==> src/rtl/frq_pkg.sv <==
// Shared types and constants for the ready queue with removal.
// Depends on nothing; imported by fifo_ready_queue_with_removal.
package frq_pkg;

   localparam int DEPTH    = 16;
   localparam int ID_WIDTH = 16;
   localparam int PTR_W    = $clog2(DEPTH);
   localparam int CNT_W    = $clog2(DEPTH + 1);

   typedef enum logic [1:0] {
      OP_ADMIT  = 2'd0,
      OP_REMOVE = 2'd1,
      OP_NEXT   = 2'd2,
      OP_NONE   = 2'd3
   } op_type;

   typedef enum logic [1:0] {
      ST_OK        = 2'd0,
      ST_EMPTY     = 2'd1,
      ST_NOT_FOUND = 2'd2,
      ST_FULL      = 2'd3
   } status_type;

   typedef enum logic [3:0] {
      S_IDLE  = 4'b0001,
      S_POP   = 4'b0010,
      S_SCAN  = 4'b0100,
      S_SHIFT = 4'b1000
   } state_type;

   // Physical slot of queue position off, counted from the head, in the ring.
   function automatic logic [PTR_W-1:0] ring_pos(input logic [PTR_W-1:0] head,
                                                 input logic [CNT_W:0]   off);
      logic [CNT_W+1:0] sum;
      sum = {{(CNT_W+2-PTR_W){1'b0}}, head} + {1'b0, off};
      if (sum >= (CNT_W+2)'(DEPTH)) begin
         sum = sum - (CNT_W+2)'(DEPTH);
      end
      return sum[PTR_W-1:0];
   endfunction

endpackage

==> src/rtl/fifo_ready_queue_with_removal.sv <==
// Ready queue of thread identifiers with admit, remove and next requests.
// Ring store of DEPTH words walked by one compare/copy sequencer; uses frq_pkg.
// Admit, empty/full cases and unused op answer in the cycle after accept; next
// answers from S_POP; remove scans entries in S_SCAN up to the match, then moves
// each later entry down one slot in S_SHIFT, one word at a time through the
// single read port of the ring store. busy stays high until the result.
// Reset (synchronous) empties the queue at once; no clearing pass is needed.
module fifo_ready_queue_with_removal
   import frq_pkg::*;
(
   input  logic                clock,
   input  logic                reset,
   input  logic                start,
   output logic                busy,
   input  logic [1:0]          req_op,
   input  logic [ID_WIDTH-1:0] req_thread_id,
   output logic                rsp_valid,
   output logic [ID_WIDTH-1:0] rsp_thread_out,
   output logic [1:0]          rsp_status,
   output logic [CNT_W-1:0]    rsp_queue_length
);

   logic [ID_WIDTH-1:0] mem [DEPTH];

   state_type           state_ff, state_in;
   logic [PTR_W-1:0]    head_ff, head_in;
   logic [CNT_W-1:0]    count_ff, count_in;
   logic [CNT_W-1:0]    off_ff, off_in;
   logic [ID_WIDTH-1:0] id_ff, id_in;
   logic [ID_WIDTH-1:0] rd_data_ff;

   logic                rsp_valid_ff, rsp_valid_in;
   logic [ID_WIDTH-1:0] rsp_thread_ff, rsp_thread_in;
   status_type          rsp_status_ff, rsp_status_in;
   logic [CNT_W-1:0]    rsp_len_ff, rsp_len_in;

   logic                wr_en;
   logic [PTR_W-1:0]    wr_addr;
   logic [ID_WIDTH-1:0] wr_data;
   logic [PTR_W-1:0]    rd_addr;

   logic [CNT_W:0]      cnt_ext;
   logic [CNT_W:0]      off_p1;
   logic [CNT_W:0]      off_p2;

   assign cnt_ext = {1'b0, count_ff};
   assign off_p1  = {1'b0, off_ff} + (CNT_W+1)'(1);
   assign off_p2  = {1'b0, off_ff} + (CNT_W+1)'(2);

   always_comb begin
      state_in      = state_ff;
      head_in       = head_ff;
      count_in      = count_ff;
      off_in        = off_ff;
      id_in         = id_ff;
      rsp_valid_in  = 1'b0;
      rsp_thread_in = '0;
      rsp_status_in = ST_OK;
      wr_en         = 1'b0;
      wr_addr       = ring_pos(head_ff, cnt_ext);
      wr_data       = req_thread_id;
      rd_addr       = head_ff;

      case (state_ff)
         S_IDLE: begin
            if (start) begin
               case (op_type'(req_op))
                  OP_ADMIT: begin
                     rsp_valid_in = 1'b1;
                     if (cnt_ext == (CNT_W+1)'(DEPTH)) begin
                        rsp_status_in = ST_FULL;
                     end else begin
                        wr_en    = 1'b1;
                        count_in = count_ff + CNT_W'(1);
                     end
                  end
                  OP_REMOVE: begin
                     if (count_ff == '0) begin
                        rsp_valid_in  = 1'b1;
                        rsp_status_in = ST_NOT_FOUND;
                     end else begin
                        id_in    = req_thread_id;
                        off_in   = '0;
                        state_in = S_SCAN;
                     end
                  end
                  OP_NEXT: begin
                     if (count_ff == '0) begin
                        rsp_valid_in  = 1'b1;
                        rsp_status_in = ST_EMPTY;
                     end else begin
                        state_in = S_POP;
                     end
                  end
                  default: begin
                     rsp_valid_in = 1'b1;
                  end
               endcase
            end
         end
         S_POP: begin
            rsp_valid_in  = 1'b1;
            rsp_thread_in = rd_data_ff;
            head_in       = ring_pos(head_ff, (CNT_W+1)'(1));
            count_in      = count_ff - CNT_W'(1);
            state_in      = S_IDLE;
         end
         S_SCAN: begin
            // compare the word fetched last cycle, fetch the following one
            rd_addr = ring_pos(head_ff, off_p1);
            if (rd_data_ff == id_ff) begin
               if (off_p1 == cnt_ext) begin
                  rsp_valid_in = 1'b1;
                  count_in     = count_ff - CNT_W'(1);
                  state_in     = S_IDLE;
               end else begin
                  state_in = S_SHIFT;
               end
            end else if (off_p1 == cnt_ext) begin
               rsp_valid_in  = 1'b1;
               rsp_status_in = ST_NOT_FOUND;
               state_in      = S_IDLE;
            end else begin
               off_in = off_p1[CNT_W-1:0];
            end
         end
         S_SHIFT: begin
            // move the later word down one slot over the removed one
            wr_en   = 1'b1;
            wr_addr = ring_pos(head_ff, {1'b0, off_ff});
            wr_data = rd_data_ff;
            rd_addr = ring_pos(head_ff, off_p2);
            if (off_p2 == cnt_ext) begin
               rsp_valid_in = 1'b1;
               count_in     = count_ff - CNT_W'(1);
               state_in     = S_IDLE;
            end else begin
               off_in = off_p1[CNT_W-1:0];
            end
         end
         default: begin
            state_in = S_IDLE;
         end
      endcase

      rsp_len_in = count_in;
   end

   always_ff @(posedge clock) begin
      if (wr_en) begin
         mem[wr_addr] <= wr_data;
      end
      rd_data_ff <= mem[rd_addr];
   end

   always_ff @(posedge clock) begin
      if (reset) begin
         state_ff     <= S_IDLE;
         head_ff      <= '0;
         count_ff     <= '0;
         rsp_valid_ff <= 1'b0;
      end else begin
         state_ff     <= state_in;
         head_ff      <= head_in;
         count_ff     <= count_in;
         rsp_valid_ff <= rsp_valid_in;
      end
   end

   always_ff @(posedge clock) begin
      off_ff        <= off_in;
      id_ff         <= id_in;
      rsp_thread_ff <= rsp_thread_in;
      rsp_status_ff <= rsp_status_in;
      rsp_len_ff    <= rsp_len_in;
   end

   assign busy             = (state_ff != S_IDLE);
   assign rsp_valid        = rsp_valid_ff;
   assign rsp_thread_out   = rsp_thread_ff;
   assign rsp_status       = rsp_status_ff;
   assign rsp_queue_length = rsp_len_ff;

   a_count_bound: assert property (@(posedge clock) disable iff (reset)
      {1'b0, count_ff} <= (CNT_W+1)'(DEPTH))
      else $error("queue count above depth");

   a_rsp_idle: assert property (@(posedge clock) disable iff (reset)
      rsp_valid_ff |-> (state_ff == S_IDLE))
      else $error("result shown while sequencer still busy");

   a_admit_grows: assert property (@(posedge clock) disable iff (reset)
      (start && !busy && req_op == OP_ADMIT && {1'b0, count_ff} < (CNT_W+1)'(DEPTH))
      |=> (count_ff == $past(count_ff) + CNT_W'(1)) && rsp_valid_ff)
      else $error("admit did not append a word");

   a_empty_len: assert property (@(posedge clock) disable iff (reset)
      (rsp_valid_ff && rsp_status_ff == ST_EMPTY) |-> (rsp_len_ff == '0))
      else $error("empty status with nonzero length");

   a_len_match: assert property (@(posedge clock) disable iff (reset)
      rsp_valid_ff |-> (rsp_len_ff == count_ff))
      else $error("reported length differs from queue count");

endmodule
==> config.mk <==
export PLATFORM = sky130hd
export DESIGN_NAME = fifo_ready_queue_with_removal
export DESIGN_NICKNAME = d
export VERILOG_FILES = /design/src/rtl/frq_pkg.sv /design/src/rtl/fifo_ready_queue_with_removal.sv
export SDC_FILE = /design/constraint.sdc
export NUM_CORES = 1
export LEC_CHECK = 0
export ABC_AREA = 1
export BUFFER_PORTS_ARGS = -buffer_cell sky130_fd_sc_hd__buf_2
export CORE_ASPECT_RATIO = 0.7
export CORE_MARGIN = 2
export CORE_UTILIZATION = 24
export DETAILED_ROUTE_END_ITERATION = 7
export PLACE_DENSITY = 0.45
export REMOVE_ABC_BUFFERS = 1
export SLEW_MARGIN = 10
export SYNTH_ARGS = -nofsm -noshare
export SYNTH_HDL_FRONTEND = slang
export SYNTH_SLANG_ARGS = --single-unit
export TNS_END_PERCENT = 10
==> constraint.sdc <==
create_clock -name clock -period 4.5 [get_ports clock]
set_clock_uncertainty 0.2 [all_clocks]
set_input_delay 0.225 -clock clock [delete_from_list [all_inputs] [get_ports clock]]
set_output_delay 0.225 -clock clock [all_outputs]
set_load 0.01 [all_outputs]
### Yosys cells after proc, flatten, opt, wreduce, memory -nomap -nowiden

Memory sizes are Yosys's and may differ from the RTL's. A register that Yosys moved wholly into a read port is not among the register bits.
Cells that the tools add are included.

| word-level totals | value |
|---|---|
| flip-flop bits (word level) | 58 |
| bits in writable memories | 256 |
| input bits | 21 |
| output and inout bits | 25 |
| logic and storage cells | 110 |
| memories kept | 1 |

Memories:

| memory | words | bits a word | read ports | clocked after Yosys merged registers in | write ports | line | source |
|---|---|---|---|---|---|---|---|
| mem | 16 | 16 | 1 | 1 | 1 | fifo_ready_queue_with_removal.sv:23 | `logic [ID_WIDTH-1:0] mem [DEPTH];` |

| operators by class | value |
|---|---|
| add/sub/neg operators | 14 |
| magnitude comparators | 5 |
| equal/unequal tests | 22 |
| mux-type cells | 51 |
| bitwise gates (word level) | 1 |
| reduce and logical (&&, ||, !) cells | 7 |

Operator list:

| cell | count |
|---|---|
| 5-bit 2-to-1 mux | 12 |
| 4-bit 2-to-1 mux | 13 |
| 5-bit case mux with 4 select lines | 1 |
| 4-bit by 1-bit subtractor with 4-bit output, second input constant | 5 |
| 16-bit equality test | 1 |
| 16-bit 2-to-1 mux | 1 |
| 4-bit case mux with 2 select lines | 2 |
| 5-bit case mux with 3 select lines | 1 |
| 4-bit by 6-bit adder with 7-bit output | 2 |
| 7-bit by 5-bit >= comparator with 1-bit output, second input constant | 2 |
| 4-bit by 5-bit adder with 6-bit output | 2 |
| 6-bit by 5-bit equality test with 1-bit output | 2 |
| 6-bit by 5-bit >= comparator with 1-bit output, second input constant | 2 |
| 2-bit != test, second input constant | 6 |
| 4-bit case mux with 3 select lines | 1 |
| 1-bit 2-to-1 mux | 11 |
| 2-bit 2-to-1 mux | 5 |
| 3-bit != test, second input constant | 3 |
| 7-bit AND reduction | 1 |
| 5-bit by 1-bit adder with 6-bit output, second input constant | 1 |
| 5-bit by 2-bit adder with 6-bit output, second input constant | 1 |
| 2-bit case mux with 3 select lines | 1 |
| 6-bit AND reduction | 1 |
| 4-bit by 1-bit adder with 5-bit output, second input constant | 1 |
| other kinds (22) | 22 |

### Depth between registers and ports, before layout

| logic depth | value |
|---|---|
| depth after elaboration | 7 |
| gate-level depth with buffers | 18 |
| depth with buffers taken out | 16 |

### Worst setup path before layout

No wires, ideal clock.

| path | value |
|---|---|
| kind | register -> register |
| from | reg state_ff[0] |
| to | mem mem[10][0] (enable) |
| library setup time | 388 ps |
| data arrival time | 2,737 ps |
| required time | 3,912 ps |
| path slack | 1,174 ps |
| cell stages (with the launch flop) | 14 |
| path buffers | 1 |
| period minus slack after synthesis | 3,326 ps |
| cells stage by stage | dfxtp_1 > nor2_2 > nand3_4 > clkbuf_1 > nor2_1 > a21oi_1 > inv_1 > ha_1 > nand3_1 > nand2_1 > xor2_1 > xor2_1 > nand2_1 > nor2_1 |

| on the way | value |
|---|---|
| longest elaborated chain between the ends | 4 |
| elaborated cells on any way between the ends | 6 |
| classes of those cells | eq/ne: 2; mux: 4 |

RTL lines:

| what | line | source |
|---|---|---|
| start: declaration | fifo_ready_queue_with_removal.sv:25 | `state_type state_ff, state_in;` |
| start signal: assignment | fifo_ready_queue_with_removal.sv:163 | `state_ff <= state_in;` |
| 4-bit equality test or 4-bit by 1-bit equality test with 1-bit output (tied branches) | fifo_ready_queue_with_removal.sv:64 | `case (state_ff)` |
| 1-bit case mux with 2 select lines | fifo_ready_queue_with_removal.sv:64 |  |
| 1-bit 2-to-1 mux | fifo_ready_queue_with_removal.sv:150 | `if (wr_en) begin` |
| 1-bit 2-to-1 mux (not written as such) | fifo_ready_queue_with_removal.sv:151 | `mem[wr_addr] <= wr_data;` |
| end: declaration | fifo_ready_queue_with_removal.sv:23 |  |

Parallel ways exist; a longest one is shown, timed or not.

### Worst setup path after layout

| path | value |
|---|---|
| from | reg state_ff[0] |
| to | mem mem[15][12] (enable) |

Same word-level chain as after synthesis.

==> flow_metrics.env <==
export IMPL_initial_utilization_pct=24.1
export IMPL_hold_violations=0
export IMPL_cap_viol_max_count=0
export IMPL_core_area_mm2=0.0596
export IMPL_yosys_warnings=0
export IMPL_numCtsBuffers=36
export IMPL_slew_limit_headroom_pct=20.8
export IMPL_netlist_area_mm2=0.0144
export IMPL_grt_pass1_vias=9505
export IMPL_placed_area_mm2=0.0158
export IMPL_synth_edf_count=277
export IMPL_wl_per_cell_um=18.0
export IMPL_vdd_drop_max_v=0.000239
export IMPL_grt_max_degree=153
export IMPL_multiInputGateArea_mm2=0.00394
export IMPL_path_class="flop to flop"
export IMPL_post_route_period_util_pct=86.5
export IMPL_wl_um=41500
export IMPL_hp_class="primary input to flop"
export IMPL_status="completed"
export IMPL_yosys_register_bits=330
export IMPL_fillers=6141
export IMPL_avgSynthCellArea_um2=10.5
export IMPL_numClockSinks=330
export IMPL_diodes=0
export IMPL_max_slew_worst_pin_slew_ns=1.19
export IMPL_synth_top_area_share_pct=57.8
export IMPL_ys_top_cells_by_count="nand2_1, edfxtp_1, inv_1"
export IMPL_finalCriticalPeriod_ns=3.89
export IMPL_clockRootBuffer="clkbuf_16"
export IMPL_ctsResizeCount=0
export IMPL_h_tree_depth=2
export IMPL_finalMaxSlewViolations=0
export IMPL_dr_pass1_iters=6
export IMPL_design_area_mm2=0.0171
export IMPL_rsz0062_at_grt="no"
export IMPL_die_x_um=297
export IMPL_yosysSeqAreaShare_pct=65.2
export IMPL_cts_setup_buffers=0
export IMPL_final_core_util_pct=28.7
export IMPL_setup_violations=0
export IMPL_async_reset_ff_share_pct=0
export IMPL_yosysMostFrequentCell="nand2_1"
export IMPL_path_clk_slew_ns=0.06
export IMPL_clockBufferDepth=3
export IMPL_drive_gt1_share_pct=11.6
export IMPL_synth_ff_type="edfxtp_1"
export IMPL_grt_antenna_before_repair=0
export IMPL_rows=75
export IMPL_overflow=0
export IMPL_die_area_mm2=0.0620
export IMPL_crit_path_end_kind="flop"
export IMPL_yosysTopAreaCell="edfxtp_1"
export IMPL_via_count=9857
export IMPL_ys_top_cells_by_area="edfxtp_1, nand2_1, dfxtp_1"
export IMPL_crit_path_start_kind="flop"
export IMPL_drt_antenna_violating_nets=0
export IMPL_cp_arrival_ns=3.82
export IMPL_p_leak_nw=6.58
export IMPL_hold_buffers=19
export IMPL_power_density_mw_per_mm2=414
export IMPL_io_buffers=45
export IMPL_grt_pass1_wl_um=62100
export IMPL_track_usage_pct=13.5
export IMPL_place_congestion=0.816
export IMPL_drt_first_iter_violations=935
export IMPL_timing_fmax_mhz=257
export IMPL_dp_hpwl_um=26700
export IMPL_area_delta_synth_final_pct=18.9
export IMPL_viasPerCell=4.29
export IMPL_tritoncts="built"
export IMPL_num_io_pins=46
export IMPL_synth_distinct_cells=33
export IMPL_nets=1501
export IMPL_drc=0
export IMPL_die_height_um=209
export IMPL_clock_latency_ns=0.54
export IMPL_netlist_instances=1372
export IMPL_cp_data_required_time_ns=4.43
export IMPL_seq_area_mm2=0.00938
export IMPL_crit_fanout=17
export IMPL_setup_tns_ns=0
## placed cells by master (no fill, tap or decap), types with 2 or more instances in the layout
cell type / instances
nand2_1: 317
edfxtp_1: 277
inv_1: 230
nand3_1: 136
o211ai_1: 128
nor2_1: 53
dfxtp_1: 53
buf_2: 45
buf_4: 44
clkbuf_16: 36
a21oi_1: 20
dlygate4sd3_1: 19
nor2_2: 17
ha_1: 15
o21ai_0: 13
o21ai_1: 11
clkbuf_1: 11
xor2_1: 9
nand4_1: 9
clkinv_2: 5
o21ai_2: 3
o21ai_4: 3
clkinvlp_4: 3
clkinv_1: 3
clkbuf_8: 3
buf_12: 3
nor3_1: 2
o22ai_1: 2
nand2_2: 2
inv_2: 2
fa_1: 2
inv_6: 2
## flip-flops by register name, indices dropped and copies added (netlist names), 4 cells and up
| signal | flops |
|---|---|
| rsp_queue_length | 5 |
| state_ff | 4 |
| head_ff | 4 |
| rsp_thread_out | 16 |
| mem | 256 |
| count_ff | 5 |
| off_ff | 5 |
| id_ff | 16 |
| rd_data_ff | 16 |
## final cells by class
cell class	count	area share [%]
sequential	330	54.8
multi-input combinational	752	23.0
tap	808	5.91
clock buffer	50	5.75
inverter	232	5.09
timing repair buffer	111	4.71
clock inverter	15	0.717
## metal layers
layer / GRT usage, % / wire length (um) / vias to the layer above
met5: 0 / 0 / -
met4: 2.58 / 527 / 0
met3: 2.13 / 2480 / 39
met2: 19.2 / 17200 / 269
met1: 21.3 / 21300 / 4697
li1: - / - / 4852
## cells by family (layout without fill, tap and decap cells)
kind of cell | after synthesis | after routing | share of synthesized area, %
simple gates | 542 | 542 | 15.7
flops | 330 | 330 | 65.2
buf+inv | 290 | 408 | 8.08
compound gates | 183 | 183 | 8.69
fa+ha+maj | 17 | 17 | 1.58
xor+xnor | 10 | 10 | 0.739
## where the power goes
part | internal, mW | leakage [nW] | switching, mW | total [mW]
sequential | 3.40 | 2.93 | 0.0545 | 3.46
combinational | 0.234 | 3.12 | 0.549 | 0.783
clock | 1.60 | 0.533 | 1.24 | 2.84
total | 5.23 | 6.58 | 1.84 | 7.08
## metrics by stage
stage	power, mW	hold slack [ns]	cells	worst slack, ns
final	7.08	0.0557	2298	0.606
after global routing	7.38	0.0687	2298	0.362
after CTS	7.16	0.0187	2298	0.643
after detailed placement	4.29	0.224	2214	0.646
after global placement	4.29	0.224	2214	0.730
after floorplan	3.99	0.0941	1314	-2.11
## critical path, cell delays in order (launching register included)
cell and delay, ns:
dfxtp_1 0.33, nor2_2 0.17, nand3_4 0.24, buf_4 0.30
o21ai_0 0.17, inv_1 0.06, ha_1 0.20, inv_1 0.08
fa_1 0.45, inv_1 0.10, nand3_1 0.21, nor2_2 0.98
## final timing paths
check / start / endpoint / slack (ns) / cells past startpoint
setup / recovery: state_ff[0] / mem[15][12] / 0.61 / 11
hold / removal: start / rsp_status[0] / 0.06 / 4
setup reg to reg: state_ff[0] / mem[15][12] / 0.61 / 11
hold reg to reg: rd_data_ff[13] / rsp_thread_out[13] / 0.29 / 2
Note: power is estimated with default switching activity, not from simulation.
